$ cat src/design/bshf_pkg.sv
`default_nettype none
package bshf_pkg;

  localparam int unsigned FIFO_DEPTH = 4;

  localparam int unsigned WORD_W  = 32;
  localparam int unsigned COUNT_W = 3;
  localparam int unsigned LEN_W   = 31;

  // Mixing rule picked by the front from the byte count
  typedef enum logic [2:0] {
    KIND_NONE,
    KIND_ONE,
    KIND_TWO,
    KIND_THREE,
    KIND_FULL
  } kind_t;

  typedef struct packed {
    logic [WORD_W-1:0] word;
    kind_t             kind;
    logic [LEN_W-1:0]  seed;
    logic              first;
    logic              last;
  } item_t;

  // One finished string on its way through the avalanche stages
  typedef struct packed {
    logic [WORD_W-1:0] hash;
    logic              zero;
  } fin_t;

  typedef struct packed {
    logic full;
    logic empty;
    logic pop;
  } fifo_status_t;

  function automatic kind_t classify(input logic [COUNT_W-1:0] count);
    kind_t k;
    case (count)
      3'd0:    k = KIND_NONE;
      3'd1:    k = KIND_ONE;
      3'd2:    k = KIND_TWO;
      3'd3:    k = KIND_THREE;
      default: k = KIND_FULL;
    endcase
    return k;
  endfunction

  function automatic logic [31:0] sext8(input logic [7:0] b);
    return {{24{b[7]}}, b};
  endfunction

  function automatic logic [31:0] mix_word(input logic [31:0] h_in,
                                           input logic [31:0] w,
                                           input kind_t       kind);
    logic [31:0] h;
    logic [31:0] t;
    h = h_in;
    t = '0;
    case (kind)
      KIND_FULL: begin
        h = h + {16'd0, w[15:0]};
        t = {16'd0, w[31:16]} << 11;
        t = t ^ h;
        h = (h << 16) ^ t;
        h = h + (h >> 11);
      end
      KIND_THREE: begin
        h = h + {16'd0, w[15:0]};
        h = h ^ (h << 16);
        h = h ^ (sext8(w[23:16]) << 18);
        h = h + (h >> 11);
      end
      KIND_TWO: begin
        h = h + {16'd0, w[15:0]};
        h = h ^ (h << 11);
        h = h + (h >> 17);
      end
      KIND_ONE: begin
        h = h + sext8(w[7:0]);
        h = h ^ (h << 10);
        h = h + (h >> 1);
      end
      default: begin
        h = h_in;
      end
    endcase
    return h;
  endfunction

  function automatic logic [31:0] avalanche_a(input logic [31:0] h_in);
    logic [31:0] h;
    h = h_in;
    h = h ^ (h << 3);
    h = h + (h >> 5);
    h = h ^ (h << 4);
    return h;
  endfunction

  function automatic logic [31:0] avalanche_b(input logic [31:0] h_in);
    logic [31:0] h;
    h = h_in;
    h = h + (h >> 17);
    h = h ^ (h << 25);
    h = h + (h >> 6);
    return h;
  endfunction

endpackage
`default_nettype wire

$ cat src/design/bshf_front.sv
`default_nettype none
module bshf_front #(
  parameter int unsigned DEPTH = bshf_pkg::FIFO_DEPTH
) (
  input  wire logic                          clk,
  input  wire logic                          rst_n,
  input  wire logic                          in_valid,
  output logic                               in_ready,
  input  wire logic [bshf_pkg::WORD_W-1:0]   in_data_word,
  input  wire logic [bshf_pkg::COUNT_W-1:0]  in_byte_count,
  input  wire logic [bshf_pkg::LEN_W-1:0]    in_total_length,
  input  wire logic                          in_first_word,
  input  wire logic                          in_last_word,
  output logic                               head_valid,
  output bshf_pkg::item_t                    head,
  input  wire logic                          pop,
  output bshf_pkg::fifo_status_t             status
);

  localparam int unsigned PTR_W = (DEPTH > 1) ? $clog2(DEPTH) : 1;
  localparam int unsigned CNT_W = $clog2(DEPTH + 1);
  localparam logic [PTR_W-1:0] LAST_PTR = PTR_W'(DEPTH - 1);
  localparam logic [CNT_W-1:0] FULL_CNT = CNT_W'(DEPTH);

  bshf_pkg::item_t entries_r [DEPTH];
  logic [PTR_W-1:0] wr_ptr_r, wr_ptr_nxt;
  logic [PTR_W-1:0] rd_ptr_r, rd_ptr_nxt;
  logic [CNT_W-1:0] count_r, count_nxt;
  logic push;
  bshf_pkg::item_t new_item;

  always_comb begin
    new_item.word  = in_data_word;
    new_item.kind  = bshf_pkg::classify(in_byte_count);
    new_item.seed  = in_total_length;
    new_item.first = in_first_word;
    new_item.last  = in_last_word;
  end

  assign in_ready   = (count_r != FULL_CNT);
  assign push       = in_valid && in_ready;
  assign head_valid = (count_r != '0);
  assign head       = entries_r[rd_ptr_r];

  assign status = '{full: (count_r == FULL_CNT), empty: (count_r == '0), pop: pop};

  always_comb begin
    wr_ptr_nxt = wr_ptr_r;
    rd_ptr_nxt = rd_ptr_r;
    count_nxt  = count_r;
    if (push) begin
      wr_ptr_nxt = (wr_ptr_r == LAST_PTR) ? '0 : wr_ptr_r + 1'b1;
    end
    if (pop) begin
      rd_ptr_nxt = (rd_ptr_r == LAST_PTR) ? '0 : rd_ptr_r + 1'b1;
    end
    if (push && !pop) begin
      count_nxt = count_r + 1'b1;
    end else if (pop && !push) begin
      count_nxt = count_r - 1'b1;
    end
  end

  always_ff @(posedge clk) begin
    if (!rst_n) begin
      wr_ptr_r <= '0;
      rd_ptr_r <= '0;
      count_r  <= '0;
    end else begin
      wr_ptr_r <= wr_ptr_nxt;
      rd_ptr_r <= rd_ptr_nxt;
      count_r  <= count_nxt;
    end
  end

  always_ff @(posedge clk) begin
    if (push) begin
      entries_r[wr_ptr_r] <= new_item;
    end
  end

endmodule
`default_nettype wire

$ cat src/design/bshf_back.sv
`default_nettype none
module bshf_back (
  input  wire logic            clk,
  input  wire logic            rst_n,
  input  wire logic            head_valid,
  input  wire bshf_pkg::item_t head,
  output logic                 pop,
  output logic                 fin_valid,
  output bshf_pkg::fin_t       fin,
  input  wire logic            fin_ready
);

  logic [31:0] running_hash_r, running_hash_nxt;
  logic        zero_r, zero_nxt;
  logic [31:0] base_hash;

  // A first word reseeds from the length before its own mixing
  always_comb begin
    base_hash = head.first ? {1'b0, head.seed} : running_hash_r;
    zero_nxt  = head.first ? (head.seed == '0) : zero_r;
    running_hash_nxt = bshf_pkg::mix_word(base_hash, head.word, head.kind);
  end

  // Hold a last word until the finishing stages can take it
  assign pop       = head_valid && (!head.last || fin_ready);
  assign fin_valid = head_valid && head.last;
  assign fin       = '{hash: running_hash_nxt, zero: zero_nxt};

  always_ff @(posedge clk) begin
    if (!rst_n) begin
      running_hash_r <= '0;
      zero_r         <= 1'b0;
    end else if (pop) begin
      running_hash_r <= running_hash_nxt;
      zero_r         <= zero_nxt;
    end
  end

endmodule
`default_nettype wire

$ cat src/design/bshf_final.sv
`default_nettype none
module bshf_final (
  input  wire logic            clk,
  input  wire logic            rst_n,
  input  wire logic            fin_valid,
  input  wire bshf_pkg::fin_t  fin,
  output logic                 fin_ready,
  output logic                 out_valid,
  input  wire logic            out_ready,
  output logic [31:0]          out_hash_value
);

  logic           s1_valid_r;
  bshf_pkg::fin_t s1_r;
  logic           s2_valid_r;
  bshf_pkg::fin_t s2_r, s2_nxt;
  logic           out_valid_r;
  logic [31:0]    out_hash_r, out_hash_nxt;
  logic           out_take, s2_take, s1_take;

  assign out_take  = !out_valid_r || out_ready;
  assign s2_take   = !s2_valid_r || out_take;
  assign s1_take   = !s1_valid_r || s2_take;
  assign fin_ready = s1_take;

  always_comb begin
    s2_nxt.hash  = bshf_pkg::avalanche_a(s1_r.hash);
    s2_nxt.zero  = s1_r.zero;
    out_hash_nxt = s2_r.zero ? '0 : bshf_pkg::avalanche_b(s2_r.hash);
  end

  always_ff @(posedge clk) begin
    if (!rst_n) begin
      s1_valid_r  <= 1'b0;
      s2_valid_r  <= 1'b0;
      out_valid_r <= 1'b0;
    end else begin
      if (s1_take) begin
        s1_valid_r <= fin_valid;
      end
      if (s2_take) begin
        s2_valid_r <= s1_valid_r;
      end
      if (out_take) begin
        out_valid_r <= s2_valid_r;
      end
    end
  end

  always_ff @(posedge clk) begin
    if (s1_take && fin_valid) begin
      s1_r <= fin;
    end
    if (s2_take && s1_valid_r) begin
      s2_r <= s2_nxt;
    end
    if (out_take && s2_valid_r) begin
      out_hash_r <= out_hash_nxt;
    end
  end

  assign out_valid      = out_valid_r;
  assign out_hash_value = out_hash_r;

endmodule
`default_nettype wire

$ cat src/design/byte_string_hash_32_unit.sv
// 32-bit string hash unit (SuperFastHash style).
// Input channel: one little-endian word of the string per transaction on
// in_valid/in_ready, with in_byte_count valid bytes (fewer than four only on
// the last word), in_total_length sampled when in_first_word is set, and
// in_last_word closing the string.
// Output channel: one out_hash_value per string on out_valid/out_ready,
// emitted for each word marked last; a zero-length string gives 0.
// Throughput: one word per cycle unless a stalled receiver backs up the
// finishing stages; the back end mixes each word combinationally into the
// running hash. Path: the input queue, then stage s1, stage s2 (first
// avalanche half) and the output register (second half), which drives
// out_valid.
// A queue of FIFO_DEPTH words decouples the input side from the mixing
// side, so a stalled receiver only backs up the finishing stages, then the
// queue, and only then drops in_ready.
// Reset empties the queue and pipeline and clears the running hash.
`default_nettype none
module byte_string_hash_32_unit #(
  parameter int unsigned FIFO_DEPTH = bshf_pkg::FIFO_DEPTH
) (
  input  wire logic                          clk,
  input  wire logic                          rst_n,
  input  wire logic                          in_valid,
  output logic                               in_ready,
  input  wire logic [bshf_pkg::WORD_W-1:0]   in_data_word,
  input  wire logic [bshf_pkg::COUNT_W-1:0]  in_byte_count,
  input  wire logic [bshf_pkg::LEN_W-1:0]    in_total_length,
  input  wire logic                          in_first_word,
  input  wire logic                          in_last_word,
  output logic                               out_valid,
  input  wire logic                          out_ready,
  output logic [bshf_pkg::WORD_W-1:0]        out_hash_value
);

  logic                   head_valid;
  bshf_pkg::item_t        head;
  logic                   pop;
  bshf_pkg::fifo_status_t status;
  logic                   fin_valid;
  bshf_pkg::fin_t         fin;
  logic                   fin_ready;

  bshf_front #(
    .DEPTH (FIFO_DEPTH)
  ) u_front (
    .clk             (clk),
    .rst_n           (rst_n),
    .in_valid        (in_valid),
    .in_ready        (in_ready),
    .in_data_word    (in_data_word),
    .in_byte_count   (in_byte_count),
    .in_total_length (in_total_length),
    .in_first_word   (in_first_word),
    .in_last_word    (in_last_word),
    .head_valid      (head_valid),
    .head            (head),
    .pop             (pop),
    .status          (status)
  );

  bshf_back u_back (
    .clk        (clk),
    .rst_n      (rst_n),
    .head_valid (head_valid),
    .head       (head),
    .pop        (pop),
    .fin_valid  (fin_valid),
    .fin        (fin),
    .fin_ready  (fin_ready)
  );

  bshf_final u_final (
    .clk            (clk),
    .rst_n          (rst_n),
    .fin_valid      (fin_valid),
    .fin            (fin),
    .fin_ready      (fin_ready),
    .out_valid      (out_valid),
    .out_ready      (out_ready),
    .out_hash_value (out_hash_value)
  );

  a_reset_clears : assert property (@(posedge clk)
    !rst_n |=> (status.empty && !out_valid))
    else $error("queue or output not cleared by reset");

  a_no_pop_empty : assert property (@(posedge clk) disable iff (!rst_n)
    status.pop |-> !status.empty)
    else $error("back end popped an empty queue");

  a_full_blocks : assert property (@(posedge clk) disable iff (!rst_n)
    status.full |-> !in_ready)
    else $error("input accepted while queue full");

  a_full_not_empty : assert property (@(posedge clk) disable iff (!rst_n)
    !(status.full && status.empty))
    else $error("queue reports full and empty together");

endmodule
`default_nettype wire

$ cat config.mk
export PLATFORM = sky130hd
export DESIGN_NAME = byte_string_hash_32_unit
export DESIGN_NICKNAME = d
export VERILOG_FILES = /design/src/design/bshf_pkg.sv /design/src/design/bshf_front.sv /design/src/design/bshf_back.sv /design/src/design/bshf_final.sv /design/src/design/byte_string_hash_32_unit.sv
export SDC_FILE = /design/constraint.sdc
export NUM_CORES = 1
export LEC_CHECK = 0
export ABC_AREA = 1
export ABC_CLOCK_PERIOD_IN_PS = 10900
export CORE_UTILIZATION = 30
export CTS_BUF_LIST = sky130_fd_sc_hd__clkbuf_8
export DETAILED_ROUTE_END_ITERATION = 16
export DONT_BUFFER_PORTS = 1
export SETUP_SLACK_MARGIN = 0.05
export SYNTH_ARGS = -nofsm -noshare
export SYNTH_HDL_FRONTEND = slang
export SYNTH_SLANG_ARGS = --single-unit
$ cat constraint.sdc
create_clock -name clk -period 10.9 [get_ports clk]
set_input_delay 0.545 -clock clk [delete_from_list [all_inputs] [get_ports clk]]
set_output_delay 0.545 -clock clk [all_outputs]
set_load 0.01 [all_outputs]
[Word level (Yosys, flattened, before mapping)]
Memories as Yosys holds them, arrays and structs flattened. A register that Yosys moved wholly into a read port is not among the register bits.
Index checks and enable logic that the tools add are counted.
Storage, ports and cells
  flip-flop bits (word level): 141
  memory bits (writable): 272
  output and inout port bits: 34
  logic and storage cells: 80
  memories: 1
Memories
  u_front.entries_r: words 4, width 68, rd ports 1, clocked after memory_dff 1, wr ports 1, RTL line bshf_front.sv:25  | bshf_pkg::item_t entries_r [DEPTH];
Operators by class
  add/subtract/negate cells: 13
  equality and inequality tests: 10
  multiplexer cells: 12
  bitwise gates (word level): 9
  reduce and logical (&&, ||, !) cells: 22
Operator list (count)
  32-bit bitwise XOR: 8
  32-bit case mux with 4 select lines: 1
  32-bit by 15-bit adder with 32-bit output: 2
  32-bit by 21-bit adder with 32-bit output: 2
  32-bit by 16-bit adder with 32-bit output: 1
  32-bit by 26-bit adder with 32-bit output: 1
  32-bit by 27-bit adder with 32-bit output: 1
  32-bit by 31-bit adder with 32-bit output: 1
  32-bit adder: 1
  32-bit two-way mux: 1
  27-bit by 32-bit bitwise XOR with 32-bit output: 1
  31-bit zero test: 1
  3-bit by 2-bit equality test with 1-bit output (second input constant): 4
  3-bit case mux with 4 select lines: 1
  1-bit logical AND: 8
  2-bit two-way mux: 4
  3-bit by 1-bit equality test with 1-bit output (second input constant): 2
  1-bit zero test: 6
  3-bit two-way mux: 2
  2-bit by 1-bit adder with 2-bit output (second input constant): 2
  2-bit equality test (second input constant): 2
  1-bit logical OR: 4
  3-bit by 1-bit adder with 3-bit output (second input constant): 1
  3-bit equality test (second input constant): 1
  6 further kinds: 8

[Logic depth before layout (Yosys ltp)]
Gate-level depths: netlist (run 1).
  depth after elaboration: 9
  depth in mapped cells: 50
  mapped depth without buffers: 46

[Hierarchy]
A second synthesis (run 1) with hierarchy kept.
Unflattened totals
  cell total of the unflattened synthesis: 4116
  area, all modules: 32100.8 um^2
By module, submodules not included
  bshf_back: instances 1, cells an instance 2242, area an instance 12758.5 um^2
  bshf_front: instances 1, cells an instance 730, area an instance 10570.1 um^2
  bshf_final: instances 1, cells an instance 1144, area an instance 8772.2 um^2

[Least setup slack after synthesis (run 1)]
Ideal clock, no wire load.
  kind: reg-to-reg
  start point: register (tool-made name)
  end point: register u_final.s1_r[27] (netlist bit), data pin
  setup time: 259 ps
  arrival: 6559 ps
  required time: 10641 ps
  path slack: 4082 ps
  cell stages (with the launch flop): 39
  path buffers: 7
  period minus slack after synthesis: 6818 ps
  cell sequence: dfxtp_1 inv_2 buf_2 buf_2 buf_2 clkbuf_1 clkbuf_1 clkbuf_1 buf_1 nor2_1 o22ai_1 ha_1 fa_1 nand2_1 nand2_1 nand2_1 o21bai_1 xor2_1 [3 not listed] inv_1 fa_1 inv_1 nand2_1 o21ai_0 a21boi_0 o21ai_0 inv_1 o21ai_0 nand3_1 nor3_2 nand2_1 nor2_2 nand2_1 nand3_1 nand3_1 a21oi_1 nand2_1
RTL lines
  to (signal assigned): RTL line bshf_final.sv:52  | s1_r <= fin;
  to (decl): RTL line bshf_final.sv:14  | bshf_pkg::fin_t s1_r;

==> flow_summary.yaml, run 1 <==
timing:
  fin_skew_ns: 0.0408
  drv_slew: 0
  period_share_pct: 79.2
  final.setup.worst_slack_ns: 2.27
  grt_setup_unrepaired: "no"
  hold_viol: 0
  period_minus_slack_ns: 8.63
  relSlewSlack_pct: 21.4
  final.setup.tns_ns: 0
  tightest_slew_ns: 1.18
  setup_viol: 0
  fmax_mhz: 116
floorplanning:
  die_w_microns: 314
  fp-row-count: 114
  dieHeight_microns: 314
  coreArea_sq_um: 96600
  ios: 106
  dieArea_sq_um: 98600
  start_util_pct: 30.2
critical_path:
  cp_max_fo: 75
  worstPathArrival_ns: 9.00
  start_kind: "flip-flop"
  path_class: "flip-flop to flip-flop"
  r2r_slack_ns: 2.27
  crit_required_ns: 11.27
  max_stage_delay_ns: 0.90
  crit_slowest_cell: "xor2_1"
  timing.critical_path.mode_cell: "nand2_1"
  end_kind: "flip-flop"
place:
  post-dp-hpwl_microns: 77600
  place_ws_ns: 2.54
  place_inst: 4737
  routabilityCongestion: 1.07
  io_buffers: 0
synthesis:
  yosys_warnings: 0
  synthesis.area_sq_um: 29200
  yosys.cell_types.count: 66
  syn_nets: 3791
  seq_area_frac_synth_pct: 41.1
  async_flop_share_pct: 0
  syn_avg_cell_area_sq_um: 8.32
  ys.flop_type: "edfxtp_1"
  syn_inst: 3509
  ys_ff_latch: 415
  synth-edff-count: 370
clocking:
  post_cts_buffers: 0
  cts_buffers: 71
  clk_pin_slew_ns: 0.06
  cts_root_buf: "clkbuf_8"
  clockBufferDepth: 3
  cts.sinks: 415
  postCtsResizedCells: 0
  htree_num_levels: 3
  clock_latency_ns: 0.69
  cts_tree: "yes"
detailed_routing:
  drt-initial-drc-count: 2567
  num_vias: 25400
  totalWireLength_microns: 99800
  route.detailed.drc: 0
  wl_per_cell_microns: 20.2
  dr.pass1.iters: 7
  antenna_left: 0
  routed_via_density: 5.14
global_routing:
  grt_overflow: 0
  grt_pass1_wl_microns: 149000
  grt_max_degree: 97
  grt_pass1_vias: 24100
  antenna_found_initial: 6
  track_usage_pct: 20.0
flow_run:
  drv_cap: 0
layout:
  drive_gt1_share_pct: 7.33
  nNetsFinal: 3883
  area_growth_syn_to_layout_pct: 12.2
  final_cells: 4937
  final_cell_mix: "nand2_1 (807), edfxtp_1 (370), inv_1 (354), a21oi_1 (327), o21ai_0 (254)"
  final_common_cell: "nand2_1"
hold_path:
  hp-class: "primary input to flip-flop"
run_status:
  outcome: "complete, no violations"
-- layer usage --
metal | track usage, % | vias to the layer above | wire length (microns)
met5 | 0 | - | 43
met2 | 31.9 | 941 | 44800
li1 | - | 12300 | -
met3 | 4.02 | 243 | 7250
met1 | 25.9 | 11900 | 42700
met4 | 9.40 | 6 | 5000
-- synthesized netlist by cell type (all sizes together), types with 33 or more instances --
cell	number	share of area (%)
buf	33	0.65
edfxtp	370	38
nand3	221	4.0
nand4	40	0.86
o21bai	34	0.90
inv	344	4.4
dfxtp	45	3.1
nand2	848	11
clkbuf	43	0.56
xnor2	50	1.5
nor2	233	3.2
a21oi	331	5.7
o21ai	291	5.2
xor2	181	5.5
ha	201	8.6
-- worst max-delay path: cells and delay by family, from the launching register on --
kind	cells	cell delay [ns]
and+or+nand+nor	21	3.38
xor gates and xnor gates	1	0.90
buffers and inverters	4	1.02
DFF	1	0.49
AOI/OAI and AO/OA	4	1.38
adders and majority gates	3	1.11
-- final cells by class --
cell class / count / area, sq um
Inverter: 347 / 1310
Fill cell: 10100 / 63800
Antenna cell: 3 / 7.51
Tap cell: 1276 / 1600
Clock buffer: 74 / 1020
Multi-Input combinational cell: 2671 / 15600
Timing Repair Buffer: 95 / 881
Sequential cell: 415 / 12000
Clock inverter: 56 / 337
-- registers in the layout, summed over array words and instances, names as in the netlist, named ones only --
register	flops
u_final.s1_r	33
u_final.out_hash_value	32
u_front.wr_ptr_r	2
u_front.entries_r	272
u_back.running_hash_r	32
u_front.count_r	3
u_final.out_valid	1
u_final.s2_r	33
u_back.zero_r	1
u_front.rd_ptr_r	2
u_final.s1_valid_r	1
u_final.s2_valid_r	1
-- final timing paths --
path,start,to,cells after the start
worst max-delay path,flip-flop,u_final.s1_r[22]$_DFFE_PP_,33
worst min-delay path,rst_n,u_back.running_hash_r[28]$_SDFFE_PN0P_,2
worst max register to register,flip-flop,u_final.s1_r[22]$_DFFE_PP_,33
worst min register to register,u_front.count_r[2]$_SDFFE_PN0P_,u_front.count_r[2]$_SDFFE_PN0P_,2
-- cell families (layout without fill, tap and decap cells) --
family,Yosys count,count (layout),share of synthesized area [%]
AO/OA/AOI/OAI,803,803,15.7
XOR/XNOR,232,232,7.09
adder cells (fa/ha/maj),210,210,9.23
buffers and inverters,423,572,5.67
flip-flops,415,415,41.1
other,0,3,0
AND/OR/NAND/NOR,1426,1426,21.2
-- metrics by stage --
| step | cell area, sq um | hold slack [ns] | util [%] |
|---|---|---|---|
| floorplan | 29200 | 0.400 | - |
| global placement | 30700 | 0.469 | 31.8 |
| detailed placement | 30700 | 0.479 | 31.8 |
| CTS | 32800 | 0.00107 | 33.9 |
| global route | 32800 | 0.0269 | 33.9 |
| finish | 32800 | 0.0462 | 33.9 |
-- timing repair --
item	in CTS	in global routing
hold buffers	67	0
endpoints found under the setup margin	0	0
endpoints found under the hold margin	270	0
Power of run 1 is not shown: default switching activity piles up to over one toggle a cycle in this logic, so the estimate is an artifact.
==> run 2: changes to the inputs <==
ABC_CLOCK_PERIOD_IN_PS = 7000   (was 10900)
clock period = 7 ns   (was 10.9 ns; I/O delays follow)
==> flow_summary.yaml, run 2 (synthesis results as in run 1) <==
run_status:
  outcome: "complete, no violations"
timing:
  setup_viol: 0
  relSlewSlack_pct: 13.0
  period_minus_slack_ns: 6.58
  fin_skew_ns: 0.0562
  final.setup.tns_ns: 0
  fmax_mhz: 152
  grt_setup_unrepaired: "yes"
  period_share_pct: 93.9
  drv_slew: 0
  hold_viol: 0
  tightest_slew_ns: 1.30
flow_run:
  drv_cap: 0
layout:
  final_cell_mix: "nand2_1 (806), edfxtp_1 (370), inv_1 (350), a21oi_1 (327), o21ai_0 (237)"
  largest_reg_flops: 272
  reg_top3: "u_front.entries_r (272), u_final.s1_r (33), u_final.s2_r (33)"
  regMostFlops: "u_front.entries_r"
  final_cells: 5126
  nNetsFinal: 4068
  drive_gt1_share_pct: 12.0
  multi_input_area_sq_um: 15700
  area_growth_syn_to_layout_pct: 17.5
  final_common_cell: "nand2_1"
  regArea_sq_um: 12000
  fill_cells: 10000
hold_path:
  hp-class: "primary input to flip-flop"
  min_from: "in_valid"
  hold_depth: 2
  whs_endpoint: "u_front.wr_ptr_r[1]$_SDFFE_PN0P_"
place:
  routabilityCongestion: 1.04
  place_inst: 4909
  post-dp-hpwl_microns: 78200
  io_buffers: 0
detailed_routing:
  route.detailed.drc: 0
  num_vias: 25900
  drt-initial-drc-count: 2011
  dr.pass1.iters: 6
  wl_per_cell_microns: 19.4
  totalWireLength_microns: 99200
  routed_via_density: 5.05
  antenna_left: 0
floorplanning:
  start_util_pct: 30.2
  fp-row-count: 114
  dieArea_sq_um: 98600
  coreArea_sq_um: 96600
  dieHeight_microns: 314
  ios: 106
  die_w_microns: 314
critical_path:
  crit_required_ns: 7.35
  start_kind: "flip-flop"
  worstPathArrival_ns: 6.93
  path_class: "flip-flop to flip-flop"
  end_kind: "flip-flop"
  timing.rr.end: "u_final.s1_r[21]$_DFFE_PP_"
  crit_slowest_cell: "dfxtp_4"
  r2r_cells: 33
  r2r_slack_ns: 0.42
  cp_max_fo: 34
  max_stage_delay_ns: 0.41
clocking:
  htree_num_levels: 3
  clockBufferDepth: 3
  cts_buffers: 73
  clock_latency_ns: 0.69
  cts_tree: "yes"
  clk_pin_slew_ns: 0.06
  cts_root_buf: "clkbuf_8"
  cts.sinks: 415
global_routing:
  track_usage_pct: 19.6
  grt_max_degree: 62
  antenna_found_initial: 7
  grt_overflow: 0
  grt_pass1_vias: 24400
  grt_pass1_wl_microns: 147000
==> run 2: worst max-delay path, delay by kind of cell, from the launching register on <==
family                   cells  cell delay, ns
AO/OA/AOI/OAI               13            2.65
XOR/XNOR                     2            0.47
adder cells (fa/ha/maj)      2            0.65
buffers and inverters        9            1.53
flip-flops                   1            0.41
AND/OR/NAND/NOR              7            0.50
==> run 2: area by class of cell <==
cell class | instances | area share [%]
clock inverters | 55 | 0.883
inverters | 347 | 3.81
diodes | 7 | 0.0511
repair buffers | 278 | 6.83
multi-input cells | 2671 | 45.7
well taps | 1276 | 4.65
flip-flops and latches | 415 | 35.0
clock buffers | 77 | 3.09
==> run 2: what timing repair did <==
item / 4_1_cts / 5_1_grt
hold buffers: 72 / 0
setup buffers: 0 / 6
endpoints found under the setup margin: 0 / 45
endpoints found under the hold margin: 315 / 0
gates resized for setup: 0 / 38
==> run 2: metal layers <==
metal,GRT usage [%],share of wire [%]
met2,31.2,45
met5,0,0.036
met4,9.21,4.7
met1,25.9,44
met3,3.25,6.2
==> run 2: metrics by stage <==
stage               util [%]  area (sq um)  hold slack (ns)  setup WS [ns]
global route            35.5         34300            0.251        0.00943
global placement        33.2         32100            0.449          0.211
finish                  35.5         34300            0.246          0.424
detailed placement      33.2         32100            0.449          0.164
floorplan                  -         29200            0.400          0.182
CTS                     35.4         34200            0.201          0.110
==> run 2: how the worst max path moves through the flow <==
stage / startpoint / end / cells after the start
after floorplan: flip-flop / u_final.s1_r[27]$_DFFE_PP_ / 38
after global placement: flip-flop / u_back.running_hash_r[14]$_SDFFE_PN0P_ / 41
after detailed placement: flip-flop / u_back.running_hash_r[14]$_SDFFE_PN0P_ / 41
after CTS: flip-flop / u_back.running_hash_r[22]$_SDFFE_PN0P_ / 41
after global routing: flip-flop / u_back.running_hash_r[18]$_SDFFE_PN0P_ / 37
final: flip-flop / u_final.s1_r[21]$_DFFE_PP_ / 33
Power of run 2 is left out for the same reason.
==> run 3: changes to the inputs <==
ABC_CLOCK_PERIOD_IN_PS = 7430   (was 7000)
RECOVER_POWER = 50   (was not set)
clock period = 7.43 ns   (was 7 ns; I/O delays follow)
==> flow_summary.yaml, run 3 (synthesis results as in run 1) <==
run_status:
  outcome: "finished, violations left"
  violations: "design-rule violations, max-capacitance violations, max-slew violations"
layout:
  multi_input_area_sq_um: 15600
  final_common_cell: "nand2_1"
  reg_top3: "u_front.entries_r (272), u_final.s1_r (33), u_final.s2_r (33)"
  nNetsFinal: 3953
  final_cell_mix: "nand2_1 (807), edfxtp_1 (370), inv_1 (353), a21oi_1 (328), o21ai_0 (243)"
  largest_reg_flops: 272
  regArea_sq_um: 12000
  regMostFlops: "u_front.entries_r"
  fill_cells: 10100
  drive_gt1_share_pct: 8.83
  area_growth_syn_to_layout_pct: 14.5
detailed_routing:
  route.detailed.drc: 2
  routed_via_density: 5.08
  num_vias: 25400
  totalWireLength_microns: 98600
  drt-initial-drc-count: 2175
  dr.pass1.iters: 11
  wl_per_cell_microns: 19.7
  antenna_left: 0
critical_path:
  path_class: "flip-flop to flip-flop"
  timing.critical_path.mode_cell: "nand2_1"
  crit_required_ns: 7.99
  r2r_slack_ns: 0.47
  cp_max_fo: 18
  max_stage_delay_ns: 0.47
  start_kind: "flip-flop"
  crit_slowest_cell: "ha_1"
  worstPathArrival_ns: 7.52
  end_kind: "flip-flop"
global_routing:
  met1_usage_pct: 26.0
  grt_max_degree: 68
  antenna_found_initial: 2
  use_met3_pct: 3.15
  grt_busiest_layer: "met2"
  grt_pass1_vias: 23800
  grt_pass1_wl_microns: 147000
  track_usage_pct: 19.6
  grt_overflow: 0
  gr-usage-met2_pct: 31.9
timing:
  grt_setup_unrepaired: "yes"
  setup_viol: 0
  fmax_mhz: 144
  tightest_slew_ns: 3.09
  relSlewSlack_pct: -106
  drv_slew: 72
  fin_skew_ns: 0.0431
  period_minus_slack_ns: 6.96
  hold_viol: 0
  final.setup.tns_ns: 0
  period_share_pct: 93.7
floorplanning:
  ios: 106
  fp-row-count: 114
  dieHeight_microns: 314
  start_util_pct: 30.2
  dieArea_sq_um: 98600
  die_w_microns: 314
  coreArea_sq_um: 96600
place:
  routabilityCongestion: 1.06
  io_buffers: 0
  post-dp-hpwl_microns: 77800
clocking:
  cts.sinks: 415
  cts_buffers: 72
  clk_pin_slew_ns: 0.06
  cts_root_buf: "clkbuf_8"
  clock_latency_ns: 0.70
  clockBufferDepth: 3
  cts_tree: "yes"
  htree_num_levels: 3
flow_run:
  drv_cap: 2
hold_path:
  hp-class: "primary input to flip-flop"
-- run 3: critical path, delay by kind of cell (launching register included) --
family | cells | cell delay, ns
compound gates | 5 | 1.22
flops | 1 | 0.44
simple gates | 20 | 2.72
buf+inv | 8 | 1.10
xor+xnor | 2 | 0.58
fa+ha+maj | 2 | 0.76
-- run 3: layout make-up --
| class | count | share of cell area (%) |
|---|---|---|
| antenna | 3 | 0.0225 |
| clock buffer | 75 | 3.09 |
| clock inverter | 55 | 1.18 |
| inverter | 347 | 3.91 |
| multi-input combinational | 2671 | 46.7 |
| sequential | 415 | 36.0 |
| tap | 1276 | 4.78 |
| timing repair buffer | 164 | 4.38 |
-- run 3: per-layer routing --
metal  vias to the layer above  wire length [microns]
met1                     11900                  44000
met2                       814                  44900
met3                       181                   5880
li1                      12500                      -
met4                         0                   3810
met5                         -                      0
-- run 3: worst paths after layout --
kind                                    from                                      to  depth (start not counted)
min                                 in_valid        u_front.wr_ptr_r[1]$_SDFFE_PN0P_                          2
min reg2reg  u_final.s2_valid_r$_SDFFE_PN0P_          u_final.out_valid$_SDFFE_PN0P_                          2
max reg2reg                        flip-flop  u_back.running_hash_r[22]$_SDFFE_PN0P_                         37
max                                flip-flop  u_back.running_hash_r[22]$_SDFFE_PN0P_                         37
-- run 3: stage by stage --
step	area, sq um	util (%)	instances	hold slack (ns)	worst slack [ns]
2_1_floorplan	29200	-	3509	0.400	0.612
3_3_place_gp	31200	32.3	4798	0.471	0.167
3_5_place_dp	31200	32.3	4798	0.471	0.165
4_1_cts	33400	34.6	5000	0.216	0.115
5_1_grt	33400	34.6	5005	0.0857	0.0108
6_report	33400	34.6	5006	0.0526	0.466
-- run 3: what timing repair did --
item,CTS,global route
buffers inserted,0,3
endpoints found under the setup margin,0,27
hold buffers,72,0
hold endpoints to repair,314,0
gates resized for setup,0,23
Power of run 3 is left out for the same reason.
